## config.mk

```make
export PLATFORM = sky130hd
export DESIGN_NAME = voltmeter_seven_segment_digits
export DESIGN_NICKNAME = d
export VERILOG_FILES = /design/src/vsd_pkg.sv /design/src/vsd_front.sv /design/src/vsd_queue.sv /design/src/vsd_back.sv /design/src/voltmeter_seven_segment_digits.sv
export VERILOG_INCLUDE_DIRS = /design/src /design/src/src
export SDC_FILE = /design/constraint.sdc
export NUM_CORES = 1
export LEC_CHECK = 0
export ABC_CLOCK_PERIOD_IN_PS = 6400
export CORE_AREA = 10 10 102 140
export CTS_BUF_LIST = sky130_fd_sc_hd__clkbuf_8
export CTS_CLUSTER_SIZE = 14
export DETAILED_ROUTE_END_ITERATION = 7
export DIE_AREA = 0 0 112 150
export DONT_BUFFER_PORTS = 1
export PLACE_DENSITY = 0.8
export SETUP_SLACK_MARGIN = 0.5
export SLEW_MARGIN = 20
export SYNTH_ARGS = -nofsm -noshare
export SYNTH_HDL_FRONTEND = slang
export SYNTH_SLANG_ARGS = --single-unit
```

## constraint.sdc

```tcl
create_clock -name clk -period 6.4 [get_ports clk]
set_input_delay 1.92 -clock clk [delete_from_list [all_inputs] [get_ports clk]]
set_output_delay 1.92 -clock clk [all_outputs]
set_load 0.1 [all_outputs]
```

## src/voltmeter_seven_segment_digits_assert.svh

```systemverilog
// Assertion macros shared by the voltmeter digit driver.
`ifndef VOLTMETER_SEVEN_SEGMENT_DIGITS_ASSERT_SVH
`define VOLTMETER_SEVEN_SEGMENT_DIGITS_ASSERT_SVH

// Same-cycle implication, checked at every rising edge outside reset.
`define VSD_ASSERT_NOW(label, clock, resetn, ante, cons) \
    label: assert property (@(posedge clock) disable iff (!(resetn)) (ante) |-> (cons)) \
        else $error("voltmeter digit driver: same-cycle check failed");

// Next-cycle implication, checked at every rising edge outside reset.
`define VSD_ASSERT_NEXT(label, clock, resetn, ante, cons) \
    label: assert property (@(posedge clock) disable iff (!(resetn)) (ante) |=> (cons)) \
        else $error("voltmeter digit driver: next-cycle check failed");

`endif

```

## src/vsd_pkg.sv

```systemverilog
// Shared constants, types and the segment table of the voltmeter digit driver.
package vsd_pkg;

    // Number of digit positions driven per sample (4 to 8).
    localparam int DIGIT_COUNT = 8;
    // Position whose decimal point is lit (0 to 7); at or past DIGIT_COUNT none is lit.
    localparam int POINT_POSITION = 5;

    // sample*100/51 equals (sample*SCALE_MULT) >> SCALE_SHIFT exactly for 8-bit samples.
    localparam int SCALE_SHIFT = 16;
    localparam logic [16:0] SCALE_MULT = 17'd128502;
    // r/10 equals (r*TEN_RECIP) >> TEN_SHIFT for r below 1029.
    localparam logic [7:0] TEN_RECIP = 8'd205;
    localparam int TEN_SHIFT = 11;

    localparam int QUEUE_DEPTH = 2;
    localparam int QUEUE_PTR_W = (QUEUE_DEPTH > 1) ? $clog2(QUEUE_DEPTH) : 1;
    localparam int QUEUE_CNT_W = $clog2(QUEUE_DEPTH + 1);

    localparam logic [7:0] SEG_POINT = 8'h80;
    localparam logic [7:0] SEG_BLANK = 8'h00;

    // Decimal digits of one scaled sample; all higher positions are zero.
    typedef struct packed {
        logic [3:0] hundreds;
        logic [3:0] tens;
        logic [3:0] ones;
    } vsd_digits_t;

    // Common-cathode pattern of one decimal digit, segment a in bit 0.
    function automatic logic [7:0] seg_of_digit(input logic [3:0] d);
        logic [7:0] seg;
        case (d)
            4'd0:    seg = 8'h3f;
            4'd1:    seg = 8'h06;
            4'd2:    seg = 8'h5b;
            4'd3:    seg = 8'h4f;
            4'd4:    seg = 8'h66;
            4'd5:    seg = 8'h6d;
            4'd6:    seg = 8'h7d;
            4'd7:    seg = 8'h07;
            4'd8:    seg = 8'h7f;
            4'd9:    seg = 8'h6f;
            default: seg = SEG_BLANK;
        endcase
        return seg;
    endfunction

endpackage

```

## src/vsd_front.sv

```systemverilog
// Front end: accepts samples, scales them and splits the result into decimal digits.
module vsd_front
    import vsd_pkg::*;
(
    input  logic        clk,
    input  logic        rst_n,
    input  logic        push,
    output logic        full,
    input  logic [7:0]  sample,
    output logic        q_push,
    input  logic        q_full,
    output vsd_digits_t q_word
);

    logic        s1_valid_reg;
    logic [8:0]  s1_value_reg;
    logic        s2_valid_reg;
    vsd_digits_t s2_word_reg;

    logic        s1_ready;
    logic        s2_ready;
    logic [24:0] product;
    logic [8:0]  value_next;
    logic [3:0]  hundreds;
    logic [6:0]  rem;
    logic [14:0] tens_product;
    logic [3:0]  tens;
    logic [6:0]  tens_times_ten;
    vsd_digits_t word_next;

    // Stage one: exact scale by 100/51 through a reciprocal multiply.
    assign product    = 25'(sample) * 25'(SCALE_MULT);
    assign value_next = product[SCALE_SHIFT +: 9];

    // Stage two: hundreds by comparison, then tens through a reciprocal of ten.
    always_comb
    begin
        if (s1_value_reg >= 9'd500)
        begin
            hundreds = 4'd5;
            rem      = 7'(s1_value_reg - 9'd500);
        end
        else if (s1_value_reg >= 9'd400)
        begin
            hundreds = 4'd4;
            rem      = 7'(s1_value_reg - 9'd400);
        end
        else if (s1_value_reg >= 9'd300)
        begin
            hundreds = 4'd3;
            rem      = 7'(s1_value_reg - 9'd300);
        end
        else if (s1_value_reg >= 9'd200)
        begin
            hundreds = 4'd2;
            rem      = 7'(s1_value_reg - 9'd200);
        end
        else if (s1_value_reg >= 9'd100)
        begin
            hundreds = 4'd1;
            rem      = 7'(s1_value_reg - 9'd100);
        end
        else
        begin
            hundreds = 4'd0;
            rem      = s1_value_reg[6:0];
        end
    end

    assign tens_product   = 15'(rem) * 15'(TEN_RECIP);
    assign tens           = tens_product[TEN_SHIFT +: 4];
    assign tens_times_ten = 7'({tens, 3'b000}) + 7'({tens, 1'b0});

    assign word_next.hundreds = hundreds;
    assign word_next.tens     = tens;
    assign word_next.ones     = 4'(rem - tens_times_ten);

    assign s2_ready = !s2_valid_reg || !q_full;
    assign s1_ready = !s1_valid_reg || s2_ready;
    assign full     = !s1_ready;
    assign q_push   = s2_valid_reg;
    assign q_word   = s2_word_reg;

    always_ff @(posedge clk or negedge rst_n)
    begin
        if (!rst_n)
        begin
            s1_valid_reg <= 1'b0;
            s2_valid_reg <= 1'b0;
        end
        else
        begin
            if (s1_ready)
            begin
                s1_valid_reg <= push;
            end
            if (s2_ready)
            begin
                s2_valid_reg <= s1_valid_reg;
            end
        end
    end

    always_ff @(posedge clk)
    begin
        if (s1_ready)
        begin
            s1_value_reg <= value_next;
        end
        if (s2_ready)
        begin
            s2_word_reg <= word_next;
        end
    end

endmodule

```

## src/vsd_queue.sv

```systemverilog
// Short queue of digit words between the front end and the digit sequencer.
module vsd_queue
    import vsd_pkg::*;
(
    input  logic        clk,
    input  logic        rst_n,
    input  logic        wr_en,
    input  vsd_digits_t wr_word,
    output logic        q_full,
    input  logic        rd_en,
    output logic        rd_valid,
    output vsd_digits_t rd_word
);

    vsd_digits_t            entry_reg [QUEUE_DEPTH];
    logic [QUEUE_PTR_W-1:0] wr_ptr_reg;
    logic [QUEUE_PTR_W-1:0] rd_ptr_reg;
    logic [QUEUE_CNT_W-1:0] count_reg;

    logic                   do_wr;
    logic                   do_rd;
    logic [QUEUE_PTR_W-1:0] wr_ptr_next;
    logic [QUEUE_PTR_W-1:0] rd_ptr_next;

    assign q_full   = (count_reg == QUEUE_CNT_W'(QUEUE_DEPTH));
    assign rd_valid = (count_reg != '0);
    assign rd_word  = entry_reg[rd_ptr_reg];
    assign do_wr    = wr_en && !q_full;
    assign do_rd    = rd_en && rd_valid;

    assign wr_ptr_next = (wr_ptr_reg == QUEUE_PTR_W'(QUEUE_DEPTH - 1)) ? '0
                                                                      : wr_ptr_reg + 1'b1;
    assign rd_ptr_next = (rd_ptr_reg == QUEUE_PTR_W'(QUEUE_DEPTH - 1)) ? '0
                                                                      : rd_ptr_reg + 1'b1;

    always_ff @(posedge clk or negedge rst_n)
    begin
        if (!rst_n)
        begin
            wr_ptr_reg <= '0;
            rd_ptr_reg <= '0;
            count_reg  <= '0;
        end
        else
        begin
            if (do_wr)
            begin
                wr_ptr_reg <= wr_ptr_next;
            end
            if (do_rd)
            begin
                rd_ptr_reg <= rd_ptr_next;
            end
            if (do_wr && !do_rd)
            begin
                count_reg <= count_reg + 1'b1;
            end
            else if (do_rd && !do_wr)
            begin
                count_reg <= count_reg - 1'b1;
            end
        end
    end

    always_ff @(posedge clk)
    begin
        if (do_wr)
        begin
            entry_reg[wr_ptr_reg] <= wr_word;
        end
    end

endmodule

```

## src/vsd_back.sv

```systemverilog
// Digit sequencer: walks the positions of one word and drives the result register.
module vsd_back
    import vsd_pkg::*;
(
    input  logic        clk,
    input  logic        rst_n,
    input  logic        head_valid,
    input  vsd_digits_t head_word,
    output logic        head_take,
    output logic        empty,
    input  logic        pop,
    output logic [2:0]  digit_position,
    output logic [7:0]  segments,
    output logic        last
);

    logic [2:0] pos_reg;
    logic       seen_reg;
    logic       out_valid_reg;
    logic [2:0] out_pos_reg;
    logic [7:0] out_seg_reg;
    logic       out_last_reg;

    logic       out_ready;
    logic       fire;
    logic       at_last;
    logic [3:0] digit;
    logic [7:0] seg_next;
    logic       seen_next;

    assign out_ready = !out_valid_reg || pop;
    assign fire      = head_valid && out_ready;
    assign at_last   = (pos_reg == 3'(DIGIT_COUNT - 1));
    assign head_take = fire && at_last;

    // Only the three highest-numbered positions can hold a nonzero digit.
    always_comb
    begin
        if (pos_reg == 3'(DIGIT_COUNT - 1))
        begin
            digit = head_word.ones;
        end
        else if (pos_reg == 3'(DIGIT_COUNT - 2))
        begin
            digit = head_word.tens;
        end
        else if (pos_reg == 3'(DIGIT_COUNT - 3))
        begin
            digit = head_word.hundreds;
        end
        else
        begin
            digit = 4'd0;
        end
    end

    always_comb
    begin
        seg_next  = seg_of_digit(digit);
        seen_next = seen_reg;
        if (pos_reg == 3'(POINT_POSITION) && POINT_POSITION < DIGIT_COUNT)
        begin
            seg_next = seg_next | SEG_POINT;
        end
        if (!seen_reg && digit == 4'd0 && 32'(pos_reg) < POINT_POSITION)
        begin
            seg_next = SEG_BLANK;
        end
        else if (digit != 4'd0)
        begin
            seen_next = 1'b1;
        end
    end

    assign empty          = !out_valid_reg;
    assign digit_position = out_pos_reg;
    assign segments       = out_seg_reg;
    assign last           = out_last_reg;

    always_ff @(posedge clk or negedge rst_n)
    begin
        if (!rst_n)
        begin
            pos_reg       <= '0;
            seen_reg      <= 1'b0;
            out_valid_reg <= 1'b0;
        end
        else
        begin
            if (out_ready)
            begin
                out_valid_reg <= fire;
            end
            if (fire)
            begin
                pos_reg  <= at_last ? 3'd0 : pos_reg + 3'd1;
                seen_reg <= at_last ? 1'b0 : seen_next;
            end
        end
    end

    always_ff @(posedge clk)
    begin
        if (fire)
        begin
            out_pos_reg  <= pos_reg;
            out_seg_reg  <= seg_next;
            out_last_reg <= at_last;
        end
    end

endmodule

```

## src/voltmeter_seven_segment_digits.sv

```systemverilog
// Top level of the voltmeter seven-segment digit driver.
//
//  Channel   Handshake       Word contents
//  input     push / full     sample (8-bit converter reading)
//  result    pop / empty     digit_position, segments, last
//
// Each sample yields DIGIT_COUNT result words (8 here), one per cycle while pop stays high;
// the digit sequencer, which walks one position per cycle while the result register
// can accept, sets that rate.
// A sample's first word passes through the two front-end stages, the queue and the result register.
// Reset is asynchronous and active low; it empties every stage and the queue.
// The front end keeps accepting into its two stages and the queue while results
// stall, and raises full only when all of them are occupied.
module voltmeter_seven_segment_digits
    import vsd_pkg::*;
(
    input  logic       clk,
    input  logic       rst_n,
    input  logic       push,
    output logic       full,
    input  logic [7:0] sample,
    output logic       empty,
    input  logic       pop,
    output logic [2:0] digit_position,
    output logic [7:0] segments,
    output logic       last
);

`include "voltmeter_seven_segment_digits_assert.svh"

    // Front end to queue.
    logic        f_push;
    logic        f_full;
    vsd_digits_t f_word;

    // Queue to digit sequencer.
    logic        h_valid;
    logic        h_take;
    vsd_digits_t h_word;

    // Terms used by the checks at the end of the module.
    logic        at_right_end;
    logic        taken_mid;
    logic [2:0]  pos_step;
    logic        shows_blank;

    // The front end scales the sample to hundredths of a volt and splits it into
    // hundreds, tens and ones over two pipeline stages.
    vsd_front u_front
    (
        .clk    (clk),
        .rst_n  (rst_n),
        .push   (push),
        .full   (full),
        .sample (sample),
        .q_push (f_push),
        .q_full (f_full),
        .q_word (f_word)
    );

    // The queue decouples the front end from the sequencer so that a stalled
    // result side does not block sample acceptance at once.
    vsd_queue u_queue
    (
        .clk      (clk),
        .rst_n    (rst_n),
        .wr_en    (f_push),
        .wr_word  (f_word),
        .q_full   (f_full),
        .rd_en    (h_take),
        .rd_valid (h_valid),
        .rd_word  (h_word)
    );

    // The sequencer turns one digit word into DIGIT_COUNT result words, applying
    // leading-zero blanking and the decimal point, and removes the word from the
    // queue when its final position is issued.
    vsd_back u_back
    (
        .clk            (clk),
        .rst_n          (rst_n),
        .head_valid     (h_valid),
        .head_word      (h_word),
        .head_take      (h_take),
        .empty          (empty),
        .pop            (pop),
        .digit_position (digit_position),
        .segments       (segments),
        .last           (last)
    );

    assign at_right_end = (digit_position == 3'(DIGIT_COUNT - 1));
    assign taken_mid    = !empty && pop && !last;
    assign pos_step     = digit_position + 3'd1;
    assign shows_blank  = !empty && (segments == SEG_BLANK);

    // The final word of a sample always sits at the rightmost position.
    `VSD_ASSERT_NOW(a_last_at_end, clk, rst_n, !empty, last == at_right_end)

    // Within a sample, positions advance by one from word to word.
    `VSD_ASSERT_NEXT(a_pos_step, clk, rst_n, taken_mid, empty || digit_position == $past(pos_step))

    // Blanking only ever applies to positions left of the decimal point.
    `VSD_ASSERT_NOW(a_blank_left, clk, rst_n, shows_blank, 32'(digit_position) < POINT_POSITION)

endmodule

```

==> results of run 1 <==
[per-stage QoR]
step	instance area [um2]	instances	TNS, ns	worst slack (ns)	util (%)
finish	7430	755	0	0.184	63.5
global route	7430	755	0	0.0208	63.5
CTS	7130	740	0	0.402	60.9
detailed placement	6680	712	-0.0652	-0.0652	57.0
global placement	6680	712	0	0.149	57.0
floorplan	6430	556	0	0.370	-
[cell type report]
| cell class | count | area share [%] |
|---|---|---|
| clock buffers | 10 | 1.85 |
| clock inverters | 6 | 0.708 |
| inverters | 84 | 4.35 |
| multi-input cells | 399 | 60.3 |
| flip-flops and latches | 65 | 25.5 |
| well taps | 147 | 2.48 |
| repair buffers | 44 | 4.80 |
[Yosys cell counts (all sizes together) (7+ instances only)]
library cell,n,area share [%]
nor3,7,0.56
edfxtp,54,26
fa,52,17
inv,84,5.0
o22ai,9,0.99
o21ai,15,1.2
mux2i,17,2.7
dfrtp,11,4.4
buf,7,1.0
xnor2,18,2.5
ha,111,22
nand2,25,1.5
a21oi,22,1.9
nor2,39,2.4
[metal layers]
metal	track usage [%]	vias to the layer above
li1	-	2013
met1	14.8	2206
met2	33.3	152
met3	2.20	73
met4	8.14	0
met5	0	-
[path summary, 6_finish.rpt]
| kind | to | cells past startpoint | start | slack [ns] |
|---|---|---|---|---|
| worst min register to register | u_queue.entry_reg[0][10]$_DFFE_PP_ | 0 | u_front.q_word[10]$_SDFFCE_PP1P_ | 0.45 |
| max in group asynchronous | u_back.seen_reg$_DFFE_PN0P_ | 0 | rst_n | 5.05 |
| min in group asynchronous | u_back.pos_reg[0]$_DFFE_PN0P_ | 0 | rst_n | 1.28 |
| worst min-delay path | u_queue.entry_reg[0][10]$_DFFE_PP_ | 0 | u_front.q_word[10]$_SDFFCE_PP1P_ | 0.45 |
| worst max register to register | u_front.q_word[3]$_DFFE_PP_ | 25 | u_front.s1_value_reg[5]$_DFFE_PN_ | 0.18 |
| worst max-delay path | u_front.q_word[3]$_DFFE_PP_ | 25 | u_front.s1_value_reg[5]$_DFFE_PN_ | 0.18 |
[cells by family after synthesis]
family / after synthesis / synth area share (%)
AOI/OAI and AO/OA: 88 / 10.3
muxes: 21 / 3.42
buffers and inverters: 92 / 6.10
DFF: 65 / 30.1
and+or+nand+nor: 103 / 7.93
xor gates and xnor gates: 24 / 3.56
adders and majority gates: 163 / 38.6
[critical path, stage by stage (launching register included)]
cell      delay, ns
edfxtp_1       0.38
buf_4          0.23
ha_1           0.28
nand3_1        0.15
o22ai_2        0.30
nand2_1        0.18
xnor2_1        0.25
nor2_1         0.14
a31oi_4        0.26
ha_4           0.25
fa_1           0.44
ha_1           0.31
inv_1          0.05
fa_1           0.49
inv_2          0.05
ha_4           0.20
a21o_1         0.17
a21o_1         0.15
a21o_1         0.15
a21o_1         0.20
o21a_1         0.21
nor2_1         0.13
xnor2_1        0.16
ha_1           0.30
a211oi_2       0.27
xnor3_1        0.26
[timing repair]
item / CTS / global route
setup endpoints to repair: 5 / 9
resized for setup: 34 / 43
setup buffers: 12 / 15
pin swaps: 19 / 35
cloned: 0 / 0
==> metrics, run 1 <==
outcome finished clean; layout cells sized above 1 24.2%; Clock Sinks 65; routed vias 4444; max cap viols 0; Total Die Area 16800 um2; Syn Nets 731; most frequent cells in the layout 95 x ha_1, 76 x inv_1, 54 x edfxtp_1; sequential area share after synthesis 30.1%; prevailing post-synth register cell edfxtp_1; Worst EP arrival 6.29 ns; fmax 161 MHz; Crit. End Element register; post-route DRC violation count 0; Port Buf Inserts 0; final hold violation count 0; Storage cell area 1900 um2; CTS tree yes; 1st-iter DRT viols 244; fin crit period 6.22 ns; Setup CP Type register to register; required time at the worst-slack endpoint 6.47 ns; number of fill cells 814; DR WL met3 499 um; Period Utilization, post-route 97.1%; Area Overhead vs Synth 17.9%; synth warn 0; Mapped Cells 556; Async S/R FF share, synth 16.9%; startpoint types register; initial antenna violation count 0; Avg WL per Cell 19.2 um; row count 47; first-pass GRT wire length 22400 um; max FFs per register 22; Clock transition at path regs 0.07 ns; largest net degree at the start of global routing 20; area of the multi-input gates 4480 um2; H-tree Lvls 3; RSZ-0062 raised after global routing true; hold_buf cts 0; 1st-pass router iterations 6; Cell variety after synth 64; highest metal used met4; Core ar. 11700 um2; maximum root-to-sink buffer count 2; worst hold slack 0.449 ns; drt total wl 14500 um; vias in the first global route 4813; FF+latch count, synth 65; DRT antenna net count 0; vias per inst 5.89; Setup Viol. Count Final 0; GRT overflow 0; worst rel slew slack 38.2%; TritonCTS buffer count 9; Die X 112 um; Max FO, Critical Path 9; commonest non-fill, non-tap cell in the layout ha_1; dpl hpwl 10900 um; total track usage 16.2%; Slew @ Worst Pin 0.929 ns; Nets 778; metal1 wirelength 5000 um; CTS Root Cell clkbuf_8; Post-synth EDFFs 54; met2 wire len 8260 um; Final Slew Violations 0; Skew-Pair Late Insertion Delay 0.33 ns; post-route clock skew 0.00943 ns; synthesized area 6300 um2; Worst Hold Class register to register; Placer Congestion 0.940; Avg Inst Size Synth 11.3 um2; die height 150 um; number of diodes 0; IO Pins 26; Initial Util 53.8%
Power of run 1 is not shown: default switching activity piles up to over one toggle a cycle in this logic, so the estimate is an artifact.
==> run 2: changes to the inputs <==
CORE_AREA = 10 10 105 144   (was 10 10 102 140)
DIE_AREA = 0 0 115 154   (was 0 0 112 150)
SYNTH_HIERARCHICAL = 1   (was not set)
==> run 2 against run 1 <==
  * The flow now finishes with violations (setup timing)
  * Hold slack got worse by 0.0010 ns
  * Final area increased by 6.3%
  * Non-clock buffer count increased by 13
  * Clock skew increased by 0.0062 ns
  * Fmax decreased by 3.1%
  * Count of clock-buffer cells in the layout decreased by 1
  * First-iteration DRC count increased by 20%
  * Synthesized area increased by 6.0%
  * Worst setup slack got worse by 0.20 ns
  * Critical path type unchanged
==> metrics, run 2 <==
DRT antenna net count 0 (unchanged); FF+latch count, synth 67 (+3.1%); Worst Hold Class register to register; TritonCTS buffer count 9 (unchanged); area share of fa/ha/maj cells after synthesis 36.6% (-2.0 points); total track usage 16.1% (-0.051 points); Simple-Gate Fraction of Synth Area 9.97% (+2.0 points); failing checks setup timing; hold_buf cts 0 (unchanged); Top delay family on crit path compound AO/OA/AOI/OAI gates; synthesized area 6680 um2 (+6.0%); Area Overhead vs Synth 18.2%; max FFs per register 24 (+9.1%); Crit path top cell by count buf_6; Placer Congestion 0.993 (+5.7%); compound-cell area share of the yosys netlist 12.6% (+2.3 points); Core ar. 12400 um2 (+5.7%); Syn Nets 757 (+3.6%); IO Pins 26 (unchanged); number of fill cells 899 (+10%); Post-synth EDFFs 56 (+3.7%); routed vias 4630 (+4.2%); Final WS setup -0.0167 ns (-0.201 ns); Setup CP Type register to register; die height 154 um (+2.7%); worst path bufs/invs 10 (+7); Async S/R FF share, synth 16.4% (-0.51 points); Synth Area in XOR/XNOR 3.15% (-0.41 points); Clock transition at path regs 0.07 ns (about the same); most frequent cells in the layout 97 x ha_1, 81 x inv_1, 56 x edfxtp_1; Port Buf Inserts 0 (unchanged); CTS Root Cell clkbuf_8; initial antenna violation count 1 (+1); vias per inst 5.79 (-1.7%); sequential area share after synthesis 29.3% (-0.82 points); post-route clock skew 0.0157 ns (+0.00624 ns); maximum root-to-sink buffer count 2 (unchanged); layout cells sized above 1 26.7% (+2.5 points); fmax 156 MHz (-3.1%); Final Slew Violations 0 (unchanged); CTS tree yes; Max FO, Critical Path 4 (-5); Yosys top cell by area edfxtp_1; Critical Path Max Stage Delay 0.47 ns (-0.02 ns); Die X 115 um (+2.7%); Skew-Pair Late Insertion Delay 0.35 ns (+0.02 ns); GRT overflow 0 (unchanged); Cell variety after synth 82 (+28%); Slew @ Worst Pin 1.06 ns (+0.132 ns); reg-to-reg slack, setup -0.02 ns (-0.20 ns); Mapped Cells 581 (+4.5%); row count 48 (+2.1%); Synth top cells by count 112 x ha_1, 88 x inv_1, 56 x edfxtp_1, 52 x fa_1, 25 x nor2_1; outcome finished, violations left; commonest non-fill, non-tap cell in the layout ha_1; Clock Sinks 67 (+3.1%); startpoint types register; max cap viols 0 (unchanged); Worst EP arrival 6.50 ns (+0.21 ns); synth warn 6 (+6); largest net degree at the start of global routing 16 (-20%); worst rel slew slack 29.0% (-9.2 points); fin crit period 6.42 ns (+0.201 ns); prevailing post-synth register cell edfxtp_1; drt total wl 14200 um (-2.1%); Nets 820 (+5.4%); Initial Util 54.0% (+0.16 points); final hold violation count 0 (unchanged); Avg Inst Size Synth 11.5 um2 (+1.5%); count leader, synth ha_1; worst hold slack 0.448 ns (-0.00105 ns); Total Die Area 17700 um2 (+5.4%); largest family of logic cells by synthesized area adder cells; vias in the first global route 4989 (+3.7%); 1st-iter DRT viols 294 (+20%); RSZ-0062 raised after global routing true; Period Utilization, post-route 100% (+3.1 points); mux cell area share after synthesis 2.81% (-0.61 points); first-pass GRT wire length 23400 um (+4.6%); dpl hpwl 11100 um (+2.5%); H-tree Lvls 3 (unchanged); 1st-pass router iterations 4 (-2); Avg WL per Cell 17.7 um (-7.6%); slowest stage cell, crit path fa_1; Area contributors post-synth edfxtp_1 25%, ha_1 21%, fa_1 16%; Crit. End Element register; post-route DRC violation count 0 (unchanged); worst slack, placed -0.164 ns (-0.0990 ns); required time at the worst-slack endpoint 6.49 ns (+0.02 ns); Setup Viol. Count Final 1 (+1); area fraction of the dominant cell type after synthesis 25.2% (-0.57 points)
[run 2: worst paths after layout]
kind,startpoint,endpoint,depth (start not counted)
setup / recovery,u_front/s1_value_reg[3]$_DFFE_PN_,u_front/q_word[7]$_DFFE_PP_,32
setup reg to reg,u_front/s1_value_reg[3]$_DFFE_PN_,u_front/q_word[7]$_DFFE_PP_,32
hold / removal,u_front/q_word[10]$_SDFFCE_PP1P_,u_queue/entry_reg[0][10]$_DFFE_PP_,0
min in group asynchronous,rst_n,u_queue/wr_ptr_reg$_DFFE_PN0N_,0
max in group asynchronous,rst_n,u_front/q_push$_DFFE_PN0P_,0
hold reg to reg,u_front/q_word[10]$_SDFFCE_PP1P_,u_queue/entry_reg[0][10]$_DFFE_PP_,0
[run 2: area by class of cell]
type | count | area [um2] | area share [%]
Timing Repair Buffer | 57 | 469 | 5.94
Clock inverter | 7 | 67.6 | 0.856
Antenna cell | 1 | 2.50 | 0.0317
Multi-Input combinational cell | 421 | 4750 | 60.2
Sequential cell | 67 | 1960 | 24.8
Tap cell | 150 | 188 | 2.38
Inverter | 88 | 330 | 4.19
Clock buffer | 9 | 124 | 1.57
[run 2: metal layers]
metal / vias to the layer above / wire, um / share of wire, % / GRT usage [%]
met1: 2305 / 5410 / 38 / 16.8
met5: - / 0 / 0 / 0
met2: 108 / 7870 / 56 / 30.3
met4: 0 / 446 / 3.1 / 6.62
met3: 34 / 455 / 3.2 / 2.80
li1: 2183 / - / - / -
[run 2: metrics by stage]
step | std cells | util, % | TNS, ns | cell area, um2
2_1_floorplan | 581 | - | 0 | 6840
3_3_place_gp | 750 | 57.9 | 0 | 7170
3_5_place_dp | 750 | 57.9 | -0.164 | 7170
4_1_cts | 788 | 61.9 | 0 | 7660
5_1_grt | 799 | 63.8 | -0.460 | 7890
6_report | 800 | 63.8 | -0.0167 | 7890
[run 2: kinds of logic (layout without fill, tap and decap cells)]
logic type / count (synthesis) / count (layout)
other cells: 1 / 2
simple gates: 112 / 112
buf+inv: 93 / 161
fa+ha+maj: 164 / 164
mux: 17 / 17
flops: 67 / 67
xor+xnor: 24 / 24
compound gates: 103 / 103
[run 2: what timing repair did]
| action | 4_1_cts | 5_1_grt |
|---|---|---|
| buffers inserted | 22 | 11 |
| pin swaps | 20 | 20 |
| gates resized for setup | 25 | 28 |
| endpoints found under the setup margin | 4 | 8 |
| cloned | 0 | 0 |
Power of run 2 is left out for the same reason.
==> run 3: changes to the inputs <==
ABC_AREA = 1   (was not set)
CORE_AREA = 10 10 106 146   (was 10 10 105 144)
DIE_AREA = 0 0 116 156   (was 0 0 115 154)
==> run 3 against run 2 <==
  * Worst setup slack improved by 0.60 ns
  * The run now ends clean
  * Via count increased by 10%
  * Routed wire length increased by 1.6%
  * Critical endpoint is now u_front/q_word[3]$_DFFE_PP_
  * Critical path depth increased by 5
==> metrics, run 3 <==
Max FO, Critical Path 6 (+2); die height 156 um (+1.3%); Hold Crit Depth 0 (unchanged); Skew-Pair Late Insertion Delay 0.35 ns (about the same); layout cells sized above 1 18.5% (-8.2 points); outcome finished clean; CTS Root Cell clkbuf_8; Period Utilization, post-route 90.9% (-9.3 points); H-tree Lvls 3 (unchanged); Cell variety after synth 48 (-41%); FF+latch count, synth 67 (unchanged); Worst Hold Class register to register; row count 49 (+2.1%); post-route clock skew 0.0117 ns (-0.00394 ns); Yosys top cell by area edfxtp_1; Setup CP Type register to register; max FFs per register 24 (unchanged); count leader, synth nand2_1; synthesized area 6910 um2 (+3.5%); vias per inst 5.45 (-5.9%); Synth top cells by count 166 x nand2_1, 120 x inv_1, 112 x ha_1, 56 x edfxtp_1, 52 x fa_1; vias in the first global route 5147 (+3.2%); initial antenna violation count 0 (-1); number of fill cells 1022 (+14%); GRT overflow 0 (unchanged); Die X 116 um (+0.87%); post-route DRC violation count 0 (unchanged); DRT antenna net count 0 (unchanged); prevailing post-synth register cell edfxtp_1; commonest non-fill, non-tap cell in the layout nand2_1; Async S/R FF share, synth 16.4% (unchanged); Initial Util 54.2% (+0.23 points); most frequent cells in the layout 159 x nand2_1, 115 x inv_1, 100 x ha_1; synth warn 6 (unchanged); Worst EP arrival 5.92 ns (-0.58 ns); Final Slew Violations 0 (unchanged); CTS tree yes; fmax 172 MHz (+10%); dpl hpwl 11200 um (+0.77%); final hold violation count 0 (unchanged); fin crit period 5.82 ns (-0.598 ns); Area contributors post-synth edfxtp_1 24%, ha_1 20%, fa_1 15%; Placer Congestion 0.912 (-8.2%); largest net degree at the start of global routing 18 (+2); routed vias 5102 (+10%); slowest stage cell, crit path edfxtp_1; setup TNS 0 ns (+0.0167 ns); worst rel slew slack 32.2% (+3.2 points); Mapped Cells 747 (+29%); Post-synth EDFFs 56 (unchanged); Crit. End Element register; 1st-iter DRT viols 296 (+0.68%); IO Pins 26 (unchanged); RSZ-0062 raised after global routing false; Area Overhead vs Synth 11.0%; Syn Nets 923 (+22%); startpoint types register; Port Buf Inserts 0 (unchanged); Critical Path Max Stage Delay 0.47 ns (about the same); Reg2Reg Depth 37 (+16%); Total Die Area 18100 um2 (+2.2%); area fraction of the dominant cell type after synthesis 24.3% (-0.86 points); required time at the worst-slack endpoint 6.50 ns (about the same); Slew @ Worst Pin 1.01 ns (-0.0483 ns); Clock transition at path regs 0.08 ns (about the same); max cap viols 0 (unchanged); TritonCTS buffer count 9 (unchanged); 1st-pass router iterations 5 (+1); Setup Viol. Count Final 0 (-1); Crit path top cell by count nand2_1; Clock Sinks 67 (unchanged); total track usage 15.7% (-0.44 points); Core ar. 12800 um2 (+3.1%); Nets 955 (+16%); drt total wl 14400 um (+1.6%); Avg Inst Size Synth 9.25 um2 (-19%); maximum root-to-sink buffer count 2 (unchanged); Avg WL per Cell 15.4 um (-13%); sequential area share after synthesis 28.3% (-1.0 points); number of diodes 0 (-1); first-pass GRT wire length 22800 um (-2.6%)
-- run 3: cell count changes after synthesis, moves of 12 or more --
| cell | delta |
|---|---|
| inv_1 | +32 |
| nand2_2 | +18 |
| nand2_1 | +148 |
| inv_2 | +12 |
| a21oi_1 | +16 |
| mux2_2 | -14 |
| xnor2_1 | -12 |
| nand3_1 | +23 |
-- run 3: worst paths after layout --
kind,startpoint,endpoint,slack (ns)
max reg2reg,u_front/s1_value_reg[4]$_DFFE_PN_,u_front/q_word[3]$_DFFE_PP_,0.58
min in group asynchronous,rst_n,u_back/pos_reg[2]$_DFFE_PN0P_,1.26
max in group asynchronous,rst_n,u_front/q_push$_DFFE_PN0P_,5.07
min,u_front/q_word[7]$_DFFE_PP_,u_queue/entry_reg[1][7]$_DFFE_PP_,0.44
max,u_front/s1_value_reg[4]$_DFFE_PN_,u_front/q_word[3]$_DFFE_PP_,0.58
min reg2reg,u_front/q_word[7]$_DFFE_PP_,u_queue/entry_reg[1][7]$_DFFE_PP_,0.44
-- run 3: logic make-up (layout without fill, tap and decap cells) --
family / Yosys count / count (layout) / synth area share, %
AO/OA/AOI/OAI: 82 / 82 / 7.24
XOR/XNOR: 19 / 19 / 2.41
adder cells (fa/ha/maj): 164 / 164 / 35.3
buffers and inverters: 137 / 174 / 7.87
flip-flops: 67 / 67 / 28.3
other: 1 / 1 / 0.0543
AND/OR/NAND/NOR: 277 / 277 / 18.8
-- run 3: repair_timing --
action / CTS / global route
cloned: 0 / 1
hold buffers: 0 / 0
pin swaps: 3 / 11
setup buffers: 8 / 13
hold endpoints to repair: 0 / 0
endpoints found under the setup margin: 1 / 7
resized for setup: 2 / 49
-- run 3: cell type report --
cell class	instances	area (um2)	area share, %
clock buffer	9	124	1.61
clock inverter	7	46.3	0.603
inverter	132	500	6.52
multi-input combinational	543	4660	60.7
sequential	67	1960	25.5
tap	153	191	2.49
timing repair buffer	25	191	2.49
timing repair inverter	1	7.51	0.0978
-- run 3: critical path: cells and delay by family (launching register included) --
family,cells,cell delay (ns)
fa+ha+maj,7,2.02
xor+xnor,2,0.40
flops,1,0.47
buf+inv,7,0.61
simple gates,16,1.47
compound gates,5,0.60
-- run 3: metal layers --
metal  vias to the layer above  GRT usage, %  routed length [um]  part of all wire (%)
met1                      2448          14.3                5010                    35
met4                         0          9.86                 820                   5.7
met2                       118          30.8                8220                    57
met3                        59          2.35                 367                   2.5
li1                       2477             -                   -                     -
met5                         -             0                   0                     0
-- run 3: per-stage QoR --
step | setup slack, ns | hold WS (ns) | cells | util, % | area (um2)
2_1_floorplan | 0.579 | 0.421 | 747 | - | 6910
3_3_place_gp | 0.369 | 0.421 | 899 | 55.6 | 7090
3_5_place_dp | 0.284 | 0.430 | 899 | 55.6 | 7090
4_1_cts | 0.502 | 0.445 | 923 | 57.4 | 7320
5_1_grt | 0.311 | 0.451 | 937 | 60.2 | 7670
6_report | 0.581 | 0.445 | 937 | 60.2 | 7670
Power of run 3 is left out for the same reason.
